===== config.mk =====
export PLATFORM = sky130hd
export DESIGN_NAME = pps_timestamp_sync_unit
export DESIGN_NICKNAME = d
export VERILOG_FILES = /design/src/rtl/core/pts_pkg.sv /design/src/rtl/core/pts_cfg_regs.sv /design/src/rtl/core/pts_step.sv /design/src/rtl/core/pps_timestamp_sync_unit.sv
export SDC_FILE = /design/constraint.sdc
export NUM_CORES = 1
export LEC_CHECK = 0
export ABC_AREA = 0
export BUFFER_PORTS_ARGS = -buffer_cell sky130_fd_sc_hd__clkbuf_2
export CORE_MARGIN = 4
export CORE_UTILIZATION = 50
export DETAILED_ROUTE_END_ITERATION = 6
export PLACE_DENSITY = 0.79
export SLEW_MARGIN = 5
export SYNTH_ARGS = -nofsm -noshare
export SYNTH_HDL_FRONTEND = slang
export SYNTH_SLANG_ARGS = --single-unit

===== constraint.sdc =====
create_clock -name clk_i -period 11.1 [get_ports clk_i]
set_clock_uncertainty 0.15 [all_clocks]
set_input_delay 0.555 -clock clk_i [delete_from_list [all_inputs] [get_ports clk_i]]
set_output_delay 0.555 -clock clk_i [all_outputs]
set_load 0.05 [all_outputs]

===== src/rtl/core/pts_pkg.sv =====
// Types, register indexes and constants of the sync pulse timestamp unit.
package pts_pkg;

  localparam int unsigned CfgDataW = 32;
  localparam int unsigned CfgIdxW = 3;
  localparam int unsigned PulseW = 10;

  localparam logic [CfgIdxW-1:0] CfgIdxEnable = 3'd0;
  localparam logic [CfgIdxW-1:0] CfgIdxPolarity = 3'd1;
  localparam logic [CfgIdxW-1:0] CfgIdxRate = 3'd2;
  localparam logic [CfgIdxW-1:0] CfgIdxPeriodLow = 3'd3;
  localparam logic [CfgIdxW-1:0] CfgIdxPeriodHigh = 3'd4;
  localparam logic [CfgIdxW-1:0] CfgIdxTimeout = 3'd5;

  localparam logic [31:0] PeriodLowReset = 32'd990000;
  localparam logic [31:0] PeriodHighReset = 32'd1010000;
  localparam logic [31:0] TimeoutReset = 32'd1100000;

  localparam logic [1:0] RatePps1 = 2'd0;
  localparam logic [1:0] RatePps10 = 2'd1;
  localparam logic [1:0] RatePps100 = 2'd2;
  localparam logic [1:0] RatePps1000 = 2'd3;

  typedef struct packed {
    logic us_tick;
    logic pulse_level;
    logic clear_us;
  } pts_in_t;

  typedef struct packed {
    logic [31:0] us_count;
    logic [31:0] utc_seconds;
    logic        unlock;
    logic        second_done;
  } pts_out_t;

  typedef struct packed {
    logic        pps_enable;
    logic        edge_polarity;
    logic [1:0]  rate_select;
    logic [31:0] period_low;
    logic [31:0] period_high;
    logic [31:0] timeout_limit;
  } pts_cfg_t;

  function automatic logic [PulseW-1:0] pulse_target(input logic [1:0] rate);
    logic [PulseW-1:0] target;
    unique case (rate)
      RatePps1:    target = 10'd1;
      RatePps10:   target = 10'd10;
      RatePps100:  target = 10'd100;
      RatePps1000: target = 10'd1000;
      default:     target = 10'd1;
    endcase
    return target;
  endfunction

endpackage


===== src/rtl/core/pts_cfg_regs.sv =====
// Configuration register file with a pulse counter clear on every valid write.
module pts_cfg_regs (
  input  logic                         clk_i,
  input  logic                         rst_ni,
  input  logic                         cfg_we_i,
  input  logic [pts_pkg::CfgIdxW-1:0]  cfg_idx_i,
  input  logic [pts_pkg::CfgDataW-1:0] cfg_wdata_i,
  output pts_pkg::pts_cfg_t            cfg_o,
  output logic                         pulse_clr_o
);

  pts_pkg::pts_cfg_t cfg_d, cfg_q;
  logic              hit;

  always_comb begin
    cfg_d = cfg_q;
    hit = 1'b0;
    if (cfg_we_i) begin
      unique case (cfg_idx_i)
        pts_pkg::CfgIdxEnable: begin
          cfg_d.pps_enable = cfg_wdata_i[0];
          hit = 1'b1;
        end
        pts_pkg::CfgIdxPolarity: begin
          cfg_d.edge_polarity = cfg_wdata_i[0];
          hit = 1'b1;
        end
        pts_pkg::CfgIdxRate: begin
          cfg_d.rate_select = cfg_wdata_i[1:0];
          hit = 1'b1;
        end
        pts_pkg::CfgIdxPeriodLow: begin
          cfg_d.period_low = cfg_wdata_i[31:0];
          hit = 1'b1;
        end
        pts_pkg::CfgIdxPeriodHigh: begin
          cfg_d.period_high = cfg_wdata_i[31:0];
          hit = 1'b1;
        end
        pts_pkg::CfgIdxTimeout: begin
          cfg_d.timeout_limit = cfg_wdata_i[31:0];
          hit = 1'b1;
        end
        default: begin
          hit = 1'b0;
        end
      endcase
    end
  end

  always_ff @(posedge clk_i or negedge rst_ni) begin
    if (!rst_ni) begin
      cfg_q.pps_enable <= 1'b0;
      cfg_q.edge_polarity <= 1'b0;
      cfg_q.rate_select <= pts_pkg::RatePps1;
      cfg_q.period_low <= pts_pkg::PeriodLowReset;
      cfg_q.period_high <= pts_pkg::PeriodHighReset;
      cfg_q.timeout_limit <= pts_pkg::TimeoutReset;
    end else begin
      cfg_q <= cfg_d;
    end
  end

  assign cfg_o = cfg_q;
  assign pulse_clr_o = hit;

endmodule


===== src/rtl/core/pts_step.sv =====
// Counter state and the per-slot update of the microsecond, pulse and seconds counts.
module pts_step #(
  parameter int unsigned COUNT_WIDTH = 32
) (
  input  logic               clk_i,
  input  logic               rst_ni,
  input  logic               accept_i,
  input  pts_pkg::pts_in_t   item_i,
  input  pts_pkg::pts_cfg_t  cfg_i,
  input  logic               pulse_clr_i,
  output pts_pkg::pts_out_t  result_o
);

  localparam int unsigned CmpW = (COUNT_WIDTH > 32) ? COUNT_WIDTH : 32;

  logic [COUNT_WIDTH-1:0]      micro_d, micro_q, micro_ticked;
  logic [pts_pkg::PulseW-1:0]  pulse_d, pulse_q, pulse_inc;
  logic [31:0]                 seconds_d, seconds_q;
  logic                        unlock_d, unlock_q;
  logic                        level_q;
  logic                        edge_seen, pulse_ev, done;
  logic [CmpW-1:0]             period_ext, final_ext;
  logic                        out_of_window, timed_out;

  always_comb begin
    if (item_i.clear_us) begin
      micro_ticked = '0;
    end else if (item_i.us_tick) begin
      micro_ticked = micro_q + COUNT_WIDTH'(1);
    end else begin
      micro_ticked = micro_q;
    end

    if (cfg_i.edge_polarity) begin
      edge_seen = !level_q && item_i.pulse_level;
    end else begin
      edge_seen = level_q && !item_i.pulse_level;
    end

    pulse_ev = cfg_i.pps_enable && edge_seen;
    pulse_inc = pulse_q + pts_pkg::PulseW'(1);
    done = pulse_ev && (pulse_inc >= pts_pkg::pulse_target(cfg_i.rate_select));

    micro_d = done ? '0 : micro_ticked;
    pulse_d = pulse_ev ? (done ? '0 : pulse_inc) : pulse_q;
    seconds_d = done ? seconds_q + 32'd1 : seconds_q;

    period_ext = CmpW'(micro_ticked);
    final_ext = CmpW'(micro_d);
    out_of_window = (period_ext > CmpW'(cfg_i.period_high))
                 || (period_ext < CmpW'(cfg_i.period_low));
    timed_out = cfg_i.pps_enable && (final_ext > CmpW'(cfg_i.timeout_limit));
    unlock_d = unlock_q || (done && out_of_window) || timed_out;

    result_o.us_count = final_ext[31:0];
    result_o.utc_seconds = seconds_d;
    result_o.unlock = unlock_d;
    result_o.second_done = done;
  end

  always_ff @(posedge clk_i or negedge rst_ni) begin
    if (!rst_ni) begin
      micro_q <= '0;
      pulse_q <= '0;
      seconds_q <= '0;
      unlock_q <= 1'b0;
      level_q <= 1'b0;
    end else begin
      if (pulse_clr_i) begin
        pulse_q <= '0;
      end else if (accept_i) begin
        pulse_q <= pulse_d;
      end
      if (accept_i) begin
        micro_q <= micro_d;
        seconds_q <= seconds_d;
        unlock_q <= unlock_d;
        level_q <= item_i.pulse_level;
      end
    end
  end

endmodule


===== src/rtl/core/pps_timestamp_sync_unit.sv =====
// Top level of the sync pulse disciplined timestamp unit. Every accepted request is one
// clock slot and produces exactly one result in the output register; a new request is
// taken in every cycle unless stalled, through a combinational counter update between the
// state registers and the output register, and stalls only while a held result is itself
// stalled. The microsecond counter is COUNT_WIDTH bits wide and us_count shows its low
// 32 bits. Configuration writes are registered; a valid write clears the pulse counter.
module pps_timestamp_sync_unit #(
  parameter int unsigned COUNT_WIDTH = 32
) (
  input  logic                         clk_i,
  input  logic                         rst_ni,
  input  logic                         in_valid_i,
  output logic                         in_stall_o,
  input  pts_pkg::pts_in_t             in_data_i,
  output logic                         out_valid_o,
  input  logic                         out_stall_i,
  output pts_pkg::pts_out_t            out_data_o,
  input  logic                         cfg_we_i,
  input  logic [pts_pkg::CfgIdxW-1:0]  cfg_idx_i,
  input  logic [pts_pkg::CfgDataW-1:0] cfg_wdata_i
);

  pts_pkg::pts_cfg_t cfg;
  pts_pkg::pts_out_t result, out_data_q;
  logic              pulse_clr;
  logic              accept;
  logic              out_valid_d, out_valid_q;

  pts_cfg_regs u_cfg (
    .clk_i       (clk_i),
    .rst_ni      (rst_ni),
    .cfg_we_i    (cfg_we_i),
    .cfg_idx_i   (cfg_idx_i),
    .cfg_wdata_i (cfg_wdata_i),
    .cfg_o       (cfg),
    .pulse_clr_o (pulse_clr)
  );

  pts_step #(
    .COUNT_WIDTH (COUNT_WIDTH)
  ) u_step (
    .clk_i       (clk_i),
    .rst_ni      (rst_ni),
    .accept_i    (accept),
    .item_i      (in_data_i),
    .cfg_i       (cfg),
    .pulse_clr_i (pulse_clr),
    .result_o    (result)
  );

  assign in_stall_o = out_valid_q && out_stall_i;
  assign accept = in_valid_i && !in_stall_o;

  always_comb begin
    if (accept) begin
      out_valid_d = 1'b1;
    end else if (!out_stall_i) begin
      out_valid_d = 1'b0;
    end else begin
      out_valid_d = out_valid_q;
    end
  end

  always_ff @(posedge clk_i or negedge rst_ni) begin
    if (!rst_ni) begin
      out_valid_q <= 1'b0;
    end else begin
      out_valid_q <= out_valid_d;
    end
  end

  always_ff @(posedge clk_i) begin
    if (accept) begin
      out_data_q <= result;
    end
  end

  assign out_valid_o = out_valid_q;
  assign out_data_o = out_data_q;

endmodule


==> results by group <==
Status
  – Outcome: finished, violations left
  – Failing checks: negative hold slack

Pwr
  – Pwr Density: about 160 mW/mm2
  – Clk pwr share: a little under two fifths
  – Internal: between 1500 and 2000 uW
  – Comb power frac: 15.3%
  – Sw frac: around 27%
  – Lkg Pwr: between 0.007 and 0.008 uW
  – Design Power: between 2000 and 2500 uW
  – NetSw: around 630 uW
  – Sequential fraction of design power: a little under half
  – Worst VDD drop: between 100 and 150 uV

Synthesis
  – Synth Area in Simple Gates: ~14%
  – Post-synth cell types: 62
  – Synth warn: 0
  – Seq/Total Area, Yosys: roughly half
  – Synthesis-stage register bit count: 243
  – Dominant synthesized flop cell: dfrtp_1
  – Post-synth EDFFs: 66
  – Post-synthesis cell count: between 1000 and 1500
  – XOR/XNOR Fraction of Synth Area: 6.80%
  – Syn_nets: between 1000 and 1500
  – Post-synth ARST share: approximately 73%
  – Main combinational cell family by area after synthesis: simple AND/OR/NAND/NOR gates
  – Synth Area in Compound Gates: around 6.7%
  – Post-synthesis adder-cell area fraction: 10.3%
  – Mux share of post-synthesis cell area: under 10%
  – Mapped Area: between 0.01 and 0.015 mm2
  – Synth Area per Inst: between 10 and 15 um2

GRT
  – Global Route Usage Sum: 20.4%
  – GRT overflow: 0
  – First-pass GRT wire length: 47.8 mm
  – Initial antenna violation count: 1
  – Largest net degree at the start of global routing: 99
  – Vias in the first global route: ~9400

Die
  – Top Ports: between 100 and 150
  – Die Area: 0.0286 mm2
  – Starting Density: 51.2%
  – Rows: between 50 and 60
  – Chip Height: 169 um
  – Die W: around 170 um
  – Core area: 0.0254 mm2

Cells and area
  – Synth-to-layout area growth: 13.5%
  – Layout Nets: around 1500
  – Layout cells sized above 1: approximately 22%
  – Fill cells: 2108
  – Final Non-Filler Cells: roughly 1700
  – Post-route cell area: between 0.01 and 0.015 mm2

Timing
  – Hold Vio Cnt, Final: 17
  – Slew HR: 30.5%
  – Fin crit period: 5.94 ns
  – Final hold slack: -0.0161 ns
  – Slew @ Worst Pin: 1.04 ns
  – Setup total negative slack: 0 ns
  – Slew Limit Fails: 0
  – Max Clock Freq: approximately 170 MHz
  – RSZ-0062 raised after global routing: false
  – Final period util: a little over half
  – Endpoints failing setup: 0

Routing
  – DRT antenna net count: 0
  – Drt first-iter violations: about 630
  – DRC violations left: 0
  – Vias/cell: 5.53
  – Detailed-route wire length: ~29 mm
  – DR pass1 iterations: 5
  – Vias: 9256
  – DR WL/cell: ~18 um

Setup path
  – Startpoint types: flop
  – Worst Path Required: 11.21 ns
  – Setup crit end kind: flop
  – WP data arrival: 6.04 ns
  – CP Class: flop to flop
  – Critical Path Fanout Max: around 50

CTS
  – PostCTS Resize Cnt: 0
  – Clk_lat worst skew: about 0.53 ns
  – Clock Tree Root: clkbuf_16
  – TritonCTS clock tree: done
  – Total CTS buffers: 27
  – CTS Buffer Depth: 3
  – Max H-tree Level: 1
  – Reg clk slew, reported paths: 0.06 ns
  – Clock Sinks: 243
  – Setup bufs post-CTS: 0
  – Post-CTS Hold Fix Bufs: 0

Place
  – Placed cell area: ~0.014 mm2
  – Post-placement cell count: 1624
  – GP Congestion: roughly 0.86
  – IO buf count: 110
  – Post-DP HPWL: between 20 and 25 mm

Run
  – Max_cap viols: 0

Worst hold path
  – Hold WC Path Type: input port to async pin
state kept, by name, summed over array words and instances (netlist names):
name,flops
u_cfg.cfg_o,100
u_step.unlock_q,1
u_step.pulse_q,10
out_valid_o,1
u_step.level_q,1
u_step.micro_q,32
u_step.seconds_q,32
out_data_o,66
final timing paths:
kind	startpoint	end	slack, ns	cells after the start
setup / recovery	u_step.pulse_q[2]	out_data_o[1]	5.16	19
max in group asynchronous	rst_ni	u_step.micro_q[19]	9.24	2
hold reg to reg	u_step.seconds_q[31]	u_step.seconds_q[31]	0.34	1
min in group clk_i	cfg_wdata_i[19]	u_cfg.cfg_o[51]	0.09	3
hold / removal	rst_ni	u_step.seconds_q[5]	-0.02	1
setup reg to reg	u_step.pulse_q[2]	out_data_o[1]	5.16	19
layer usage:
layer / vias up / GRT usage [%] / part of all wire [%]
met5: - / 0 / 0
met4: 0 / 7.84 / 4.1
met3: 69 / 3.12 / 5.8
met2: 269 / 34.4 / 47
met1: 4478 / 26.9 / 43
li1: 4440 / - / -
worst max-delay path: stages (launching register included):
cell and delay, ns:
dfrtp_1 0.42, and3_1 0.22, and3_1 0.20, and3_1 0.24, nand3_1 0.11, xnor2_1 0.16
ha_1 0.30, and2_0 0.19, nand4_1 0.15, or2_0 0.22, o22a_2 0.29, inv_2 0.68
nor2_1 0.18, ha_1 0.35, and4_1 0.26, nand4_1 0.13, or4_1 0.57, o21ai_0 0.15
o21ba_2 0.18, or4_1 0.45
cells by family after synthesis:
group	count (synthesis)
and+or+nand+nor	383
DFF	243
buffers and inverters	147
AOI/OAI and AO/OA	139
adders and majority gates	107
xor gates and xnor gates	101
muxes	93
synthesized netlist by cell type, types with 2 or more instances:
master	count	area, um2
and2_1	3	18.8
a311oi_1	2	17.5
buf_2	3	15.0
ha_1	107	1340
a22o_1	7	61.3
xor2_1	52	455
nor3b_1	2	15.0
and3b_1	2	17.5
nor3_2	3	30.0
nand2b_1	11	68.8
buf_1	5	18.8
nand4_1	23	144
nor3_1	47	235
inv_1	109	409
a221o_1	2	20.0
nand2_1	114	428
nor2b_1	4	25.0
and3_1	21	131
a21o_1	10	75.1
or4_1	3	22.5
o211ai_1	6	45.0
and4_1	11	96.3
nand3_1	37	185
clkbuf_1	26	97.6
nor4_1	6	37.5
edfxtp_1	66	1980
a211o_1	2	17.5
a211oi_1	6	45.0
dfstp_2	27	709
dfrtp_1	150	3750
o31ai_1	2	15.0
xnor2_1	49	429
a21oi_1	27	135
a221oi_1	5	43.8
o21a_1	2	15.0
and2_0	2	12.5
mux2_2	92	1040
nor2_1	86	323
o21ai_0	58	290
cells in the final DEF (no fill, tap or decap), types with 11 or more instances in the layout:
master,instances
a21oi_1,27
and3_1,21
and4_1,11
clkbuf_16,29
clkbuf_2,109
dfrtp_1,150
dfstp_2,27
edfxtp_1,66
ha_1,107
inv_1,109
mux2_2,92
nand2_1,114
nand2b_1,11
nand3_1,37
nand4_1,23
nor2_1,86
nor3_1,46
o21ai_0,58
xnor2_1,49
xor2_1,52
cell type report:
| cell class | instances | area, um2 | share of cell area (%) |
|---|---|---|---|
| clock buffer | 35 | 768 | 5.21 |
| sequential | 243 | 6440 | 43.7 |
| inverter | 111 | 419 | 2.84 |
| timing repair buffer | 117 | 609 | 4.13 |
| clock inverter | 14 | 105 | 0.712 |
| tap | 330 | 413 | 2.80 |
| multi-input combinational | 823 | 5990 | 40.6 |
| antenna | 1 | 2.50 | 0.0170 |
through the flow:
| step | setup WS [ns] | utilization, % |
|---|---|---|
| 3_3_place_gp | 5.47 | 54.7 |
| 2_1_floorplan | 6.01 | - |
| 3_5_place_dp | 5.22 | 54.7 |
| 6_report | 5.16 | 58.1 |
| 4_1_cts | 5.21 | 58.1 |
| 5_1_grt | 4.68 | 58.1 |
power groups by stage:
stage / Combinational [uW] / Clock (uW) / Sequential, uW
3_3_place_gp: 337 / 0 / 1080
4_1_cts: 355 / 891 / 1070
6_report: 353 / 877 / 1070
3_5_place_dp: 350 / 0 / 1090
5_1_grt: 398 / 928 / 1080
2_1_floorplan: 212 / 0 / 1110
No activity file was read; power rests on OpenSTA's default activity.
